`src/rtl/core/pfp_pkg.sv`:
```
package pfp_pkg;

    localparam int FRAME_BYTES = 32;
    localparam int SUM_BYTES   = 30;
    localparam int DATA_START  = 4;
    localparam int DATA_WORDS  = 12;
    localparam int POS_W       = $clog2(FRAME_BYTES);
    localparam int IDX_W       = 4;

    localparam logic [POS_W-1:0] POS_SECOND    = POS_W'(1);
    localparam logic [POS_W-1:0] POS_DATA_LO   = POS_W'(DATA_START);
    localparam logic [POS_W-1:0] POS_DATA_HI   = POS_W'(DATA_START + 2 * DATA_WORDS - 1);
    localparam logic [POS_W-1:0] POS_CHK_HI    = POS_W'(SUM_BYTES);
    localparam logic [POS_W-1:0] POS_LAST      = POS_W'(FRAME_BYTES - 1);
    localparam logic [IDX_W-1:0] LAST_INDEX    = IDX_W'(DATA_WORDS - 1);

    // register map, one word per register
    localparam logic REG_FIRST_START  = 1'b0;
    localparam logic REG_SECOND_START = 1'b1;

    typedef logic [7:0]  byte_t;
    typedef logic [15:0] word_t;
    typedef word_t [DATA_WORDS-1:0] frame_words_t;

    typedef struct packed {
        logic         valid;
        frame_words_t words;
    } frame_push_t;

    typedef struct packed {
        logic empty;
        logic full;
    } queue_status_t;

endpackage

```
`src/rtl/core/particulate_frame_parser.sv`:
```
// particulate sensor frame parser. one received byte is taken per cycle: the
// block hunts for the first start byte, demands the second start byte right
// after it (a wrong one drops sync and is not retried as an opener), then
// collects a 32-byte frame while summing bytes 0 to 29. when byte 31 arrives
// the sum is checked against the big-endian word in bytes 30-31 and the stored
// start bytes against the current registers; a good frame queues its twelve
// big-endian data words (bytes 4-27), which leave one word per cycle unless
// stalled, as index/value pairs with last_field set on index 11. bad frames
// emit nothing. input rate is one byte per cycle, set by the combinational
// sum and byte capture; the output burst is 12 words per frame, and a two-frame
// queue between collector and emitter holds off only the closing byte of a
// frame when both queued frames are still waiting to be sent.
// registers: 0x0 first start byte (reset 0x42), 0x4 second start byte
// (reset 0x4d), 8 bits each in a 32-bit word
module particulate_frame_parser (
    input  logic        clk,
    input  logic        rst_n,
    // apb configuration port
    input  logic        psel,
    input  logic        penable,
    input  logic        pwrite,
    input  logic [2:0]  paddr,
    input  logic [31:0] pwdata,
    output logic [31:0] prdata,
    output logic        pready,
    // byte input
    input  logic        in_valid,
    output logic        in_ready,
    input  logic [7:0]  rx_byte,
    // field output
    output logic        out_valid,
    input  logic        out_ready,
    output logic [3:0]  field_index,
    output logic [15:0] field_value,
    output logic        last_field
);
    import pfp_pkg::*;

    byte_t         first_start_reg;
    byte_t         second_start_reg;
    logic          cfg_write;
    frame_push_t   push;
    queue_status_t q_status;
    frame_words_t  head;
    logic          pop;

    // word offset picks the register, low address bits are not decoded
    assign pready    = 1'b1;
    assign cfg_write = psel && penable && pwrite && pready;

    always_ff @(posedge clk or negedge rst_n)
    begin
        if (!rst_n)
        begin
            first_start_reg  <= 8'h42;
            second_start_reg <= 8'h4d;
        end
        else if (cfg_write)
        begin
            unique case (paddr[2])
                REG_FIRST_START:  first_start_reg  <= pwdata[7:0];
                REG_SECOND_START: second_start_reg <= pwdata[7:0];
                default: ;
            endcase
        end
    end

    always_comb
    begin
        unique case (paddr[2])
            REG_FIRST_START:  prdata = {24'h0, first_start_reg};
            REG_SECOND_START: prdata = {24'h0, second_start_reg};
            default:          prdata = '0;
        endcase
    end

    // collector: sync hunt, checksum and word capture
    pfp_front u_front (
        .clk               (clk),
        .rst_n             (rst_n),
        .in_valid          (in_valid),
        .in_ready          (in_ready),
        .rx_byte           (rx_byte),
        .first_start_byte  (first_start_reg),
        .second_start_byte (second_start_reg),
        .q_status          (q_status),
        .push              (push)
    );

    // good frames waiting to be sent
    pfp_frame_queue u_queue (
        .clk    (clk),
        .rst_n  (rst_n),
        .push   (push),
        .pop    (pop),
        .status (q_status),
        .head   (head)
    );

    // emitter: walks the head frame one word per cycle, unless out_ready stalls it, into the output register
    pfp_back u_back (
        .clk         (clk),
        .rst_n       (rst_n),
        .q_status    (q_status),
        .head        (head),
        .pop         (pop),
        .out_valid   (out_valid),
        .out_ready   (out_ready),
        .field_index (field_index),
        .field_value (field_value),
        .last_field  (last_field)
    );

endmodule

```
`src/rtl/core/pfp_front.sv`:
```
module pfp_front (
    input  logic                  clk,
    input  logic                  rst_n,
    input  logic                  in_valid,
    output logic                  in_ready,
    input  logic [7:0]            rx_byte,
    input  logic [7:0]            first_start_byte,
    input  logic [7:0]            second_start_byte,
    input  pfp_pkg::queue_status_t q_status,
    output pfp_pkg::frame_push_t   push
);
    import pfp_pkg::*;

    logic             locked_reg, locked_next;
    logic [POS_W-1:0] pos_reg, pos_next;
    word_t            sum_reg, sum_next;
    byte_t            byte0_reg, byte0_next;
    byte_t            byte1_reg, byte1_next;
    byte_t            byte30_reg, byte30_next;
    frame_words_t     words_reg, words_next;

    logic             accept;
    logic [POS_W-1:0] word_off;
    logic [IDX_W-1:0] widx;
    logic             good;

    // only the closing byte of a frame needs room in the queue
    assign in_ready = !(locked_reg && pos_reg == POS_LAST && q_status.full);
    assign accept   = in_valid && in_ready;

    assign word_off = pos_reg - POS_DATA_LO;
    assign widx     = IDX_W'(word_off >> 1);
    assign good     = byte0_reg == first_start_byte && byte1_reg == second_start_byte
                      && sum_reg == {byte30_reg, rx_byte};

    always_comb
    begin
        locked_next = locked_reg;
        pos_next    = pos_reg;
        sum_next    = sum_reg;
        byte0_next  = byte0_reg;
        byte1_next  = byte1_reg;
        byte30_next = byte30_reg;
        words_next  = words_reg;
        push.valid  = 1'b0;
        push.words  = words_reg;
        if (accept)
        begin
            if (!locked_reg)
            begin
                if (rx_byte == first_start_byte)
                begin
                    byte0_next  = rx_byte;
                    sum_next    = {8'h00, rx_byte};
                    locked_next = 1'b1;
                    pos_next    = POS_SECOND;
                end
            end
            else if (pos_reg <= POS_SECOND)
            begin
                if (rx_byte == second_start_byte)
                begin
                    byte1_next = rx_byte;
                    sum_next   = sum_reg + {8'h00, rx_byte};
                    pos_next   = POS_SECOND + POS_W'(1);
                end
                else
                begin
                    locked_next = 1'b0;
                    pos_next    = '0;
                end
            end
            else
            begin
                if (pos_reg >= POS_DATA_LO && pos_reg <= POS_DATA_HI)
                begin
                    if (pos_reg[0])
                        words_next[widx][7:0] = rx_byte;
                    else
                        words_next[widx][15:8] = rx_byte;
                end
                if (pos_reg == POS_CHK_HI)
                    byte30_next = rx_byte;
                if (pos_reg < POS_CHK_HI)
                    sum_next = sum_reg + {8'h00, rx_byte};
                if (pos_reg != POS_LAST)
                    pos_next = pos_reg + POS_W'(1);
                else
                begin
                    locked_next = 1'b0;
                    pos_next    = '0;
                    push.valid  = good;
                end
            end
        end
    end

    always_ff @(posedge clk or negedge rst_n)
    begin
        if (!rst_n)
        begin
            locked_reg <= 1'b0;
            pos_reg    <= '0;
            sum_reg    <= '0;
        end
        else
        begin
            locked_reg <= locked_next;
            pos_reg    <= pos_next;
            sum_reg    <= sum_next;
        end
    end

    always_ff @(posedge clk)
    begin
        byte0_reg  <= byte0_next;
        byte1_reg  <= byte1_next;
        byte30_reg <= byte30_next;
        words_reg  <= words_next;
    end

endmodule

```
`src/rtl/core/pfp_frame_queue.sv`:
```
module pfp_frame_queue (
    input  logic                   clk,
    input  logic                   rst_n,
    input  pfp_pkg::frame_push_t   push,
    input  logic                   pop,
    output pfp_pkg::queue_status_t status,
    output pfp_pkg::frame_words_t  head
);
    import pfp_pkg::*;

    frame_words_t entry_reg [2];
    logic         wr_ptr_reg, wr_ptr_next;
    logic         rd_ptr_reg, rd_ptr_next;
    logic [1:0]   count_reg, count_next;

    assign status.empty = count_reg == 2'd0;
    assign status.full  = count_reg == 2'd2;
    assign head         = entry_reg[rd_ptr_reg];

    always_comb
    begin
        wr_ptr_next = wr_ptr_reg ^ push.valid;
        rd_ptr_next = rd_ptr_reg ^ pop;
        count_next  = count_reg + {1'b0, push.valid} - {1'b0, pop};
    end

    always_ff @(posedge clk or negedge rst_n)
    begin
        if (!rst_n)
        begin
            wr_ptr_reg <= 1'b0;
            rd_ptr_reg <= 1'b0;
            count_reg  <= 2'd0;
        end
        else
        begin
            wr_ptr_reg <= wr_ptr_next;
            rd_ptr_reg <= rd_ptr_next;
            count_reg  <= count_next;
        end
    end

    always_ff @(posedge clk)
    begin
        if (push.valid)
            entry_reg[wr_ptr_reg] <= push.words;
    end

endmodule

```
`src/rtl/core/pfp_back.sv`:
```
module pfp_back (
    input  logic                   clk,
    input  logic                   rst_n,
    input  pfp_pkg::queue_status_t q_status,
    input  pfp_pkg::frame_words_t  head,
    output logic                   pop,
    output logic                   out_valid,
    input  logic                   out_ready,
    output logic [3:0]             field_index,
    output logic [15:0]            field_value,
    output logic                   last_field
);
    import pfp_pkg::*;

    logic             out_valid_reg, out_valid_next;
    logic [IDX_W-1:0] cnt_reg, cnt_next;
    logic [IDX_W-1:0] index_reg;
    word_t            value_reg;
    logic             last_reg;
    logic             load;

    assign load = !q_status.empty && (!out_valid_reg || out_ready);
    assign pop  = load && cnt_reg == LAST_INDEX;

    always_comb
    begin
        out_valid_next = out_valid_reg;
        cnt_next       = cnt_reg;
        if (load)
        begin
            out_valid_next = 1'b1;
            cnt_next       = (cnt_reg == LAST_INDEX) ? '0 : cnt_reg + IDX_W'(1);
        end
        else if (out_ready)
            out_valid_next = 1'b0;
    end

    always_ff @(posedge clk or negedge rst_n)
    begin
        if (!rst_n)
        begin
            out_valid_reg <= 1'b0;
            cnt_reg       <= '0;
        end
        else
        begin
            out_valid_reg <= out_valid_next;
            cnt_reg       <= cnt_next;
        end
    end

    always_ff @(posedge clk)
    begin
        if (load)
        begin
            index_reg <= cnt_reg;
            value_reg <= head[cnt_reg];
            last_reg  <= cnt_reg == LAST_INDEX;
        end
    end

    assign out_valid   = out_valid_reg;
    assign field_index = index_reg;
    assign field_value = value_reg;
    assign last_field  = last_reg;

endmodule
```
`config.mk`:
```
export PLATFORM = sky130hd
export DESIGN_NAME = particulate_frame_parser
export DESIGN_NICKNAME = d
export VERILOG_FILES = /design/src/rtl/core/pfp_pkg.sv /design/src/rtl/core/particulate_frame_parser.sv /design/src/rtl/core/pfp_front.sv /design/src/rtl/core/pfp_frame_queue.sv /design/src/rtl/core/pfp_back.sv
export SDC_FILE = /design/constraint.sdc
export NUM_CORES = 1
export LEC_CHECK = 0
export BUFFER_PORTS_ARGS = -buffer_cell sky130_fd_sc_hd__buf_2
export CELL_PAD_IN_SITES_DETAIL_PLACEMENT = 1
export CELL_PAD_IN_SITES_GLOBAL_PLACEMENT = 2
export CORE_ASPECT_RATIO = 1.2
export CORE_MARGIN = 2
export CORE_UTILIZATION = 51
export CTS_BUF_LIST = sky130_fd_sc_hd__clkbuf_16
export DETAILED_ROUTE_END_ITERATION = 8
export GPL_TIMING_DRIVEN = 1
export MAX_ROUTING_LAYER = met4
export PLACE_DENSITY_LB_ADDON = 0.1
export RECOVER_POWER = 100
export SLEW_MARGIN = 20
export SYNTH_ARGS = -nofsm -noshare
export SYNTH_HDL_FRONTEND = slang
export SYNTH_SLANG_ARGS = --single-unit
```
`constraint.sdc`:
```
create_clock -name clk -period 18.15 [get_ports clk]
set_clock_uncertainty 0.15 [all_clocks]
set_input_delay 2.7225 -clock clk [delete_from_list [all_inputs] [get_ports clk]]
set_output_delay 2.7225 -clock clk [all_outputs]
set_load 0.02 [all_outputs]
```
==> summary.txt, run 1 <==
Yosys
  – Synth cell types: 50
  – Cells after Synth: around 1,500
  – Synth Cell Area: between 0.02 and 0.03 mm²
  – Post-synth ARST share: roughly 7.0%
  – Sequential share of the synthesized area: ~76%
  – Post-synth top flop: edfxtp_1
  – FF+latch count, synth: 668
  – Mean Syn Cell Area: roughly 18 µm²
  – EDFF count, synth: between 600 and 700
  – Synth warn: 0

Status
  – Outcome: finished with violations
  – Failing checks: capacitance limit, slew limit

Power and ir drop
  – Cell-internal power: 2.905 mW
  – Power share of the combinational group: between 20% and 30%
  – Max VDD drop: 0.09748 mV
  – Clock share of power: between 30% and 40%
  – Leak: 9.521 nW
  – Net Sw Frac: between 20% and 30%
  – NetSw: about 1.2 mW
  – Final Total Pwr: slightly above 4 mW
  – Power density cells: around 140 mW/mm²
  – Reg power frac: between 40% and 50%

Worst setup path
  – CP peak stage delay: a little over 3 ns
  – Crit path launch type: input pin
  – Crit end category: flip-flop
  – Critical path class: input pin to flip-flop
  – Slowest stage cell, crit path: clkbuf_1
  – Crit path DAT: between 10 and 15 ns
  – Critical Path, Cell by Cell: clkbuf_1 -> ha_1 -> or4_1 -> nor3_1 -> nand4_1 -> nor4_1 -> ha_1 -> clkbuf_1 -> buf_4
  – Critical Path Fanout Max: 69
  – Critical path required time: 18.21 ns

Detailed routing
  – Detailed-route DRC error count: 0
  – Antenna-violating nets left: 0
  – 1st-pass router iterations: 5
  – Drt total wl: approximately 53 mm
  – Vias: around 13,000
  – Routed WL per cell: approximately 24 µm
  – Vias per cell: 5.637
  – Starting DRT DRC Count: roughly 820

Clock tree
  – Clk sinks: 668
  – Clk root buf: clkbuf_16
  – H-tree depth: 3
  – Clk_lat worst skew: approximately 0.60 ns
  – Hold_buf cts: 0
  – Worst-path clk slew: ~0.060 ns
  – TritonCTS clock tree: yes
  – Maximum clock path buffer count: 3
  – Post-CTS Setup Repair Bufs: 0
  – Inserted Clock Buffers: 66
  – Post_cts resized: 0

Timing
  – RSZ-0062 raised after global routing: no
  – Final count of hold timing violations: 0
  – Tmin final: approximately 12 ns
  – Hold slack: 0.2830 ns
  – Final TNS setup: 0 ns
  – Worst slew margin: -195.6%
  – Fmax: between 80 and 90 MHz
  – Tcrit/Tclk final: around 65%
  – Count of pins over their slew limit: approximately 570
  – Setup violations, final: 0
  – Worst-Margin Slew: roughly 4.4 ns
  – Setup slack after layout: 6.399 ns

Place
  – Place WS: about 9.5 ns
  – Placer Congestion: between 0.7 and 0.8
  – HPWL Detailed: about 34 mm
  – IO Port Bufs: 54
  – DP Cell Count: 2,104

Floorplanning
  – Die width: around 210 µm
  – # IOs: 106
  – Initial core utilization: approximately 50%
  – Die area: roughly 0.053 mm²
  – Core box area: between 0.05 and 0.06 mm²
  – Row cnt: 91
  – Die Y-Extent: 252.3 µm

Global routing
  – Vias in the first global route: about 14,000
  – Antenna violations before repair: 0
  – Largest net degree at the start of global routing: between 70 and 80
  – GRT Resource Usage Total: a little over a fifth
  – Grt ovf: 0
  – First-pass GRT wire length: approximately 82 mm

Cells and area
  – Non-Filler Instances: roughly 2,200
  – Fraction of layout cells with a size suffix above 1: between 10% and 20%
  – Commonest non-fill, non-tap cells in the layout: edfxtp_1, nor2_1, mux4_2
  – Most common cell after layout, fill and taps aside: edfxtp_1
  – Final nets: 1,594
  – Area growth from synthesis to layout: 10.52%
  – Antenna diodes: 0
  – Max FFs per register: 384

Worst hold path
  – Worst hold-check path type: flip-flop to flip-flop

Flow run
  – Max-capacitance violation count: 11
==> critical path, delay by kind of cell <==
family                     cells  cell delay (ns)
buffers and inverters          3             4.60
adders and majority gates      2             2.70
and+or+nand+nor                4             1.63
==> worst paths after layout <==
path,from,end,slack (ns),cells after the start
max,rx_byte[5],u_queue.entry_reg[1][131],6.40,9
min,u_front.push[121],u_queue.entry_reg[1][121],0.28,0
max reg2reg,u_front.pos_reg[0],u_queue.entry_reg[1][131],8.66,10
min reg2reg,u_front.push[121],u_queue.entry_reg[1][121],0.28,0
max in group asynchronous,rst_n,u_queue.rd_ptr_reg,12.74,2
min in group asynchronous,rst_n,u_front.sum_reg[6],3.03,2
==> through the flow <==
step                cell area [µm²]  utilization (%)
detailed placement            27010            52.83
finish                        28960            56.64
CTS                           29090            56.89
floorplan                     26290                -
global placement              27000            52.81
global route                  28960            56.64
==> Yosys cell counts, types with 3 or more instances <==
| master | count | share of area, % |
|---|---|---|
| nand2_1 | 64 | 0.92 |
| mux2i_1 | 22 | 0.84 |
| o31ai_1 | 9 | 0.26 |
| dfrtp_1 | 41 | 3.9 |
| xnor2_1 | 20 | 0.67 |
| a21o_1 | 4 | 0.11 |
| nor3_1 | 6 | 0.11 |
| dfstp_2 | 6 | 0.60 |
| nor2b_1 | 5 | 0.12 |
| nor2_1 | 234 | 3.4 |
| buf_1 | 5 | 0.072 |
| and2_1 | 5 | 0.12 |
| a211oi_1 | 3 | 0.086 |
| inv_1 | 19 | 0.27 |
| or4_1 | 8 | 0.23 |
| ha_1 | 22 | 1.1 |
| nand4_1 | 9 | 0.21 |
| nand3_1 | 8 | 0.15 |
| buf_4 | 27 | 0.77 |
| clkbuf_1 | 50 | 0.72 |
| mux2_2 | 26 | 1.1 |
| o21a_1 | 3 | 0.086 |
| xor2_1 | 27 | 0.90 |
| buf_2 | 12 | 0.23 |
| mux4_2 | 112 | 9.6 |
| or3_1 | 3 | 0.072 |
| edfxtp_1 | 621 | 71 |
| nor4_1 | 9 | 0.21 |
| o21ai_0 | 37 | 0.71 |
| a21oi_1 | 16 | 0.31 |
==> final cells by class <==
type,count,area (µm²)
flip-flops and latches,668,19840
multi-input cells,698,5874
repair buffers,66,276.5
fillers,4555,22170
well taps,651,814.5
inverters,21,78.83
clock inverters,47,300.3
clock buffers,71,1777
==> power by group through the flow <==
stage | clock network (mW) | logic [mW] | registers [mW]
2_1_floorplan | 0 | 0.676 | 1.85
6_report | 1.32 | 0.940 | 1.84
3_5_place_dp | 0 | 0.936 | 1.87
5_1_grt | 1.40 | 1.03 | 1.84
3_3_place_gp | 0 | 0.910 | 1.86
4_1_cts | 1.35 | 0.940 | 1.84
==> cell families after synthesis <==
family                     count (synthesis)  share of synthesized area [%]
DFF                                      668                          75.69
and+or+nand+nor                          359                          5.783
muxes                                    160                          11.58
buffers and inverters                    117                          2.178
AOI/OAI and AO/OA                         84                          2.039
xor gates and xnor gates                  47                          1.571
adders and majority gates                 23                          1.127
other                                      2                        0.02866
==> metal layers <==
layer | track usage (%) | wire length [µm] | up-vias
li1 | - | - | 5655
met1 | 26.16 | 21700 | 6520
met2 | 37.33 | 28280 | 265
met3 | 2.758 | 2024 | 85
met4 | 7.344 | 1258 | 0
met5 | - | 0 | -
(Power assumes the default switching activity.)
==> run 2: changes to the inputs <==
--- a/config.mk
+++ b/config.mk
@@ -10,7 +10,7 @@
 export CELL_PAD_IN_SITES_GLOBAL_PLACEMENT = 2
 export CORE_ASPECT_RATIO = 1.2
 export CORE_MARGIN = 2
-export CORE_UTILIZATION = 51
+export CORE_UTILIZATION = 47
 export CTS_BUF_LIST = sky130_fd_sc_hd__clkbuf_16
 export DETAILED_ROUTE_END_ITERATION = 8
 export GPL_TIMING_DRIVEN = 1
==> constraint.sdc (replaced) <==
create_clock -name clk -period 11.78 [get_ports clk]
set_clock_uncertainty 0.15 [all_clocks]
set_input_delay 1.767 -clock clk [delete_from_list [all_inputs] [get_ports clk]]
set_output_delay 1.767 -clock clk [all_outputs]
set_load 0.02 [all_outputs]
==> summary.txt, run 2 (same netlist as run 1, synthesis figures left out) <==
Status
  – Outcome: finished with violations
  – Failing checks: capacitance limit, slew limit

Worst hold path
  – Worst hold-check path type: flip-flop to flip-flop

Global routing
  – GRT Resource Usage Total: about 19%
  – First-pass GRT wire length: about 80 mm
  – Vias in the first global route: around 14,000
  – Grt ovf: 0
  – Largest net degree at the start of global routing: about 170
  – Antenna violations before repair: 0

Timing
  – RSZ-0062 raised after global routing: no
  – Fmax: between 100 and 150 MHz
  – Worst-Margin Slew: roughly 3.5 ns
  – Tmin final: 7.730 ns
  – Count of pins over their slew limit: 362
  – Final count of hold timing violations: 0
  – Tcrit/Tclk final: between 60% and 70%
  – Setup violations, final: 0
  – Final TNS setup: 0 ns
  – Worst slew margin: -130.8%

Place
  – HPWL Detailed: 32.88 mm
  – Placed inst area: roughly 0.027 mm²
  – IO Port Bufs: 54
  – Placer Congestion: approximately 0.76
  – DP Cell Count: between 2,000 and 2,500

Floorplanning
  – Core box area: ~0.055 mm²
  – Die area: 0.05766 mm²
  – Die width: 219.5 µm
  – Row cnt: 94
  – Die Y-Extent: between 200 and 300 µm
  – # IOs: 106
  – Initial core utilization: 47.70%

Detailed routing
  – Antenna-violating nets left: 0
  – Vias per cell: between 5 and 6
  – Detailed-route DRC error count: 0
  – Routed WL per cell: ~23 µm
  – Vias: 12,475
  – Drt total wl: ~52 mm
  – Starting DRT DRC Count: about 600
  – 1st-pass router iterations: 5

Cells and area
  – Max FFs per register: roughly 380
  – Layout fillers: a little under 5,000
  – Area growth from synthesis to layout: 10.95%
  – Commonest non-fill, non-tap cells in the layout: edfxtp_1, nor2_1, mux4_2
  – Final Util: between 50% and 60%
  – Final nets: around 1,600
  – Most common cell after layout, fill and taps aside: edfxtp_1
  – Final Cell Area: around 0.029 mm²
  – Non-Filler Instances: 2,293
  – Seq. cell area: around 0.020 mm²
  – Area of the multi-input gates: 0.005874 mm²
  – Antenna diodes: 0
  – Fraction of layout cells with a size suffix above 1: between 15 and 20%

Clock tree
  – Clk root buf: clkbuf_16
  – Hold_buf cts: 0
  – Post-CTS Setup Repair Bufs: 0
  – TritonCTS clock tree: yes
  – Inserted Clock Buffers: between 60 and 70
  – Clk sinks: ~670
  – Worst-path clk slew: 0.06 ns
  – Clk_lat worst skew: 0.59 ns
  – Maximum clock path buffer count: 3
  – Post_cts resized: 0
  – H-tree depth: 3

Worst setup path
  – Crit path launch type: input pin
  – Critical Path Fanout Max: 69
  – Crit path DAT: about 8 ns
  – Slowest stage cell, crit path: ha_1
  – Critical path required time: 11.84 ns
  – Crit path max-delay family: adder cells
  – Critical path buffers and inverters: 2
  – Crit end category: flip-flop
  – Crit-path most repeated cell: ha_1
  – Critical Path, Cell by Cell: clkbuf_1 -> ha_1 -> or4_1 -> nor3_1 -> nand4_1 -> nor4_1 -> ha_1 -> buf_4
  – Critical path class: input pin to flip-flop
  – CP peak stage delay: between 2 and 2.5 ns

Power and ir drop
  – Net Sw Frac: 29.28%
  – Max VDD drop: 0.1539 mV
  – Reg power frac: 44.9%
  – Power share of the combinational group: between 20% and 30%
  – NetSw: 1.845 mW
  – Cell-internal power: 4.457 mW
  – Leak: around 9.6 nW
  – Clock share of power: between 30% and 40%
  – Power density cells: approximately 220 mW/mm²
  – Final Total Pwr: ~6.3 mW

Flow run
  – Max-capacitance violation count: 9
[run 2: cell types whose count changed in the layout (fill, tap and decap cells not counted), sizes merged]
cell,before,now
bufinv,4,3
inv,40,36
clkbuf,120,117
clkinv,22,30
clkinvlp,2,1
buf,17,20
[run 2: layout make-up]
class	instances	share of cell area [%]
Inverter	21	0.2712
Clock inverter	49	1.042
Clock buffer	71	6.112
Tap cell	720	3.099
Timing Repair Buffer	66	1.033
Sequential cell	668	68.24
Multi-Input combinational cell	698	20.21
[run 2: metal layers]
metal / GRT usage, % / up-vias / share of wire, % / wire length, µm
met5: - / - / 0 / 0
met3: 2.662 / 74 / 3.7 / 1934
met4: 5.752 / 0 / 2.1 / 1088
met2: 34.60 / 226 / 54 / 28460
met1: 22.83 / 6511 / 40 / 20880
li1: - / 5664 / - / -
[run 2: final timing paths]
path / from / to / slack, ns / cells past startpoint
hold / removal: u_front.push[58] / u_queue.entry_reg[0][58] / 0.29 / 0
hold reg to reg: u_front.push[58] / u_queue.entry_reg[0][58] / 0.29 / 0
setup reg to reg: u_back.cnt_reg[0] / u_queue.count_reg[1] / 5.03 / 9
min in group asynchronous: rst_n / u_front.sum_reg[4] / 2.08 / 2
setup / recovery: rx_byte[5] / u_queue.entry_reg[1][66] / 4.05 / 8
max in group asynchronous: rst_n / u_queue.rd_ptr_reg / 7.29 / 2
[run 2: power by group through the flow]
stage | combinational [mW] | clock (mW) | sequential (mW)
2_1_floorplan | 1.04 | 0 | 2.84
3_3_place_gp | 1.42 | 0 | 2.88
3_5_place_dp | 1.45 | 0 | 2.89
4_1_cts | 1.46 | 2.08 | 2.84
5_1_grt | 1.59 | 2.16 | 2.85
6_report | 1.45 | 2.02 | 2.83
[run 2: per-stage QoR]
stage,hold WS (ns),setup slack (ns)
final,0.2861,4.050
after global routing,0.2935,3.470
after CTS,0.2847,5.635
after detailed placement,0.2807,5.015
after global placement,0.2718,5.113
after floorplan,0.2715,3.137
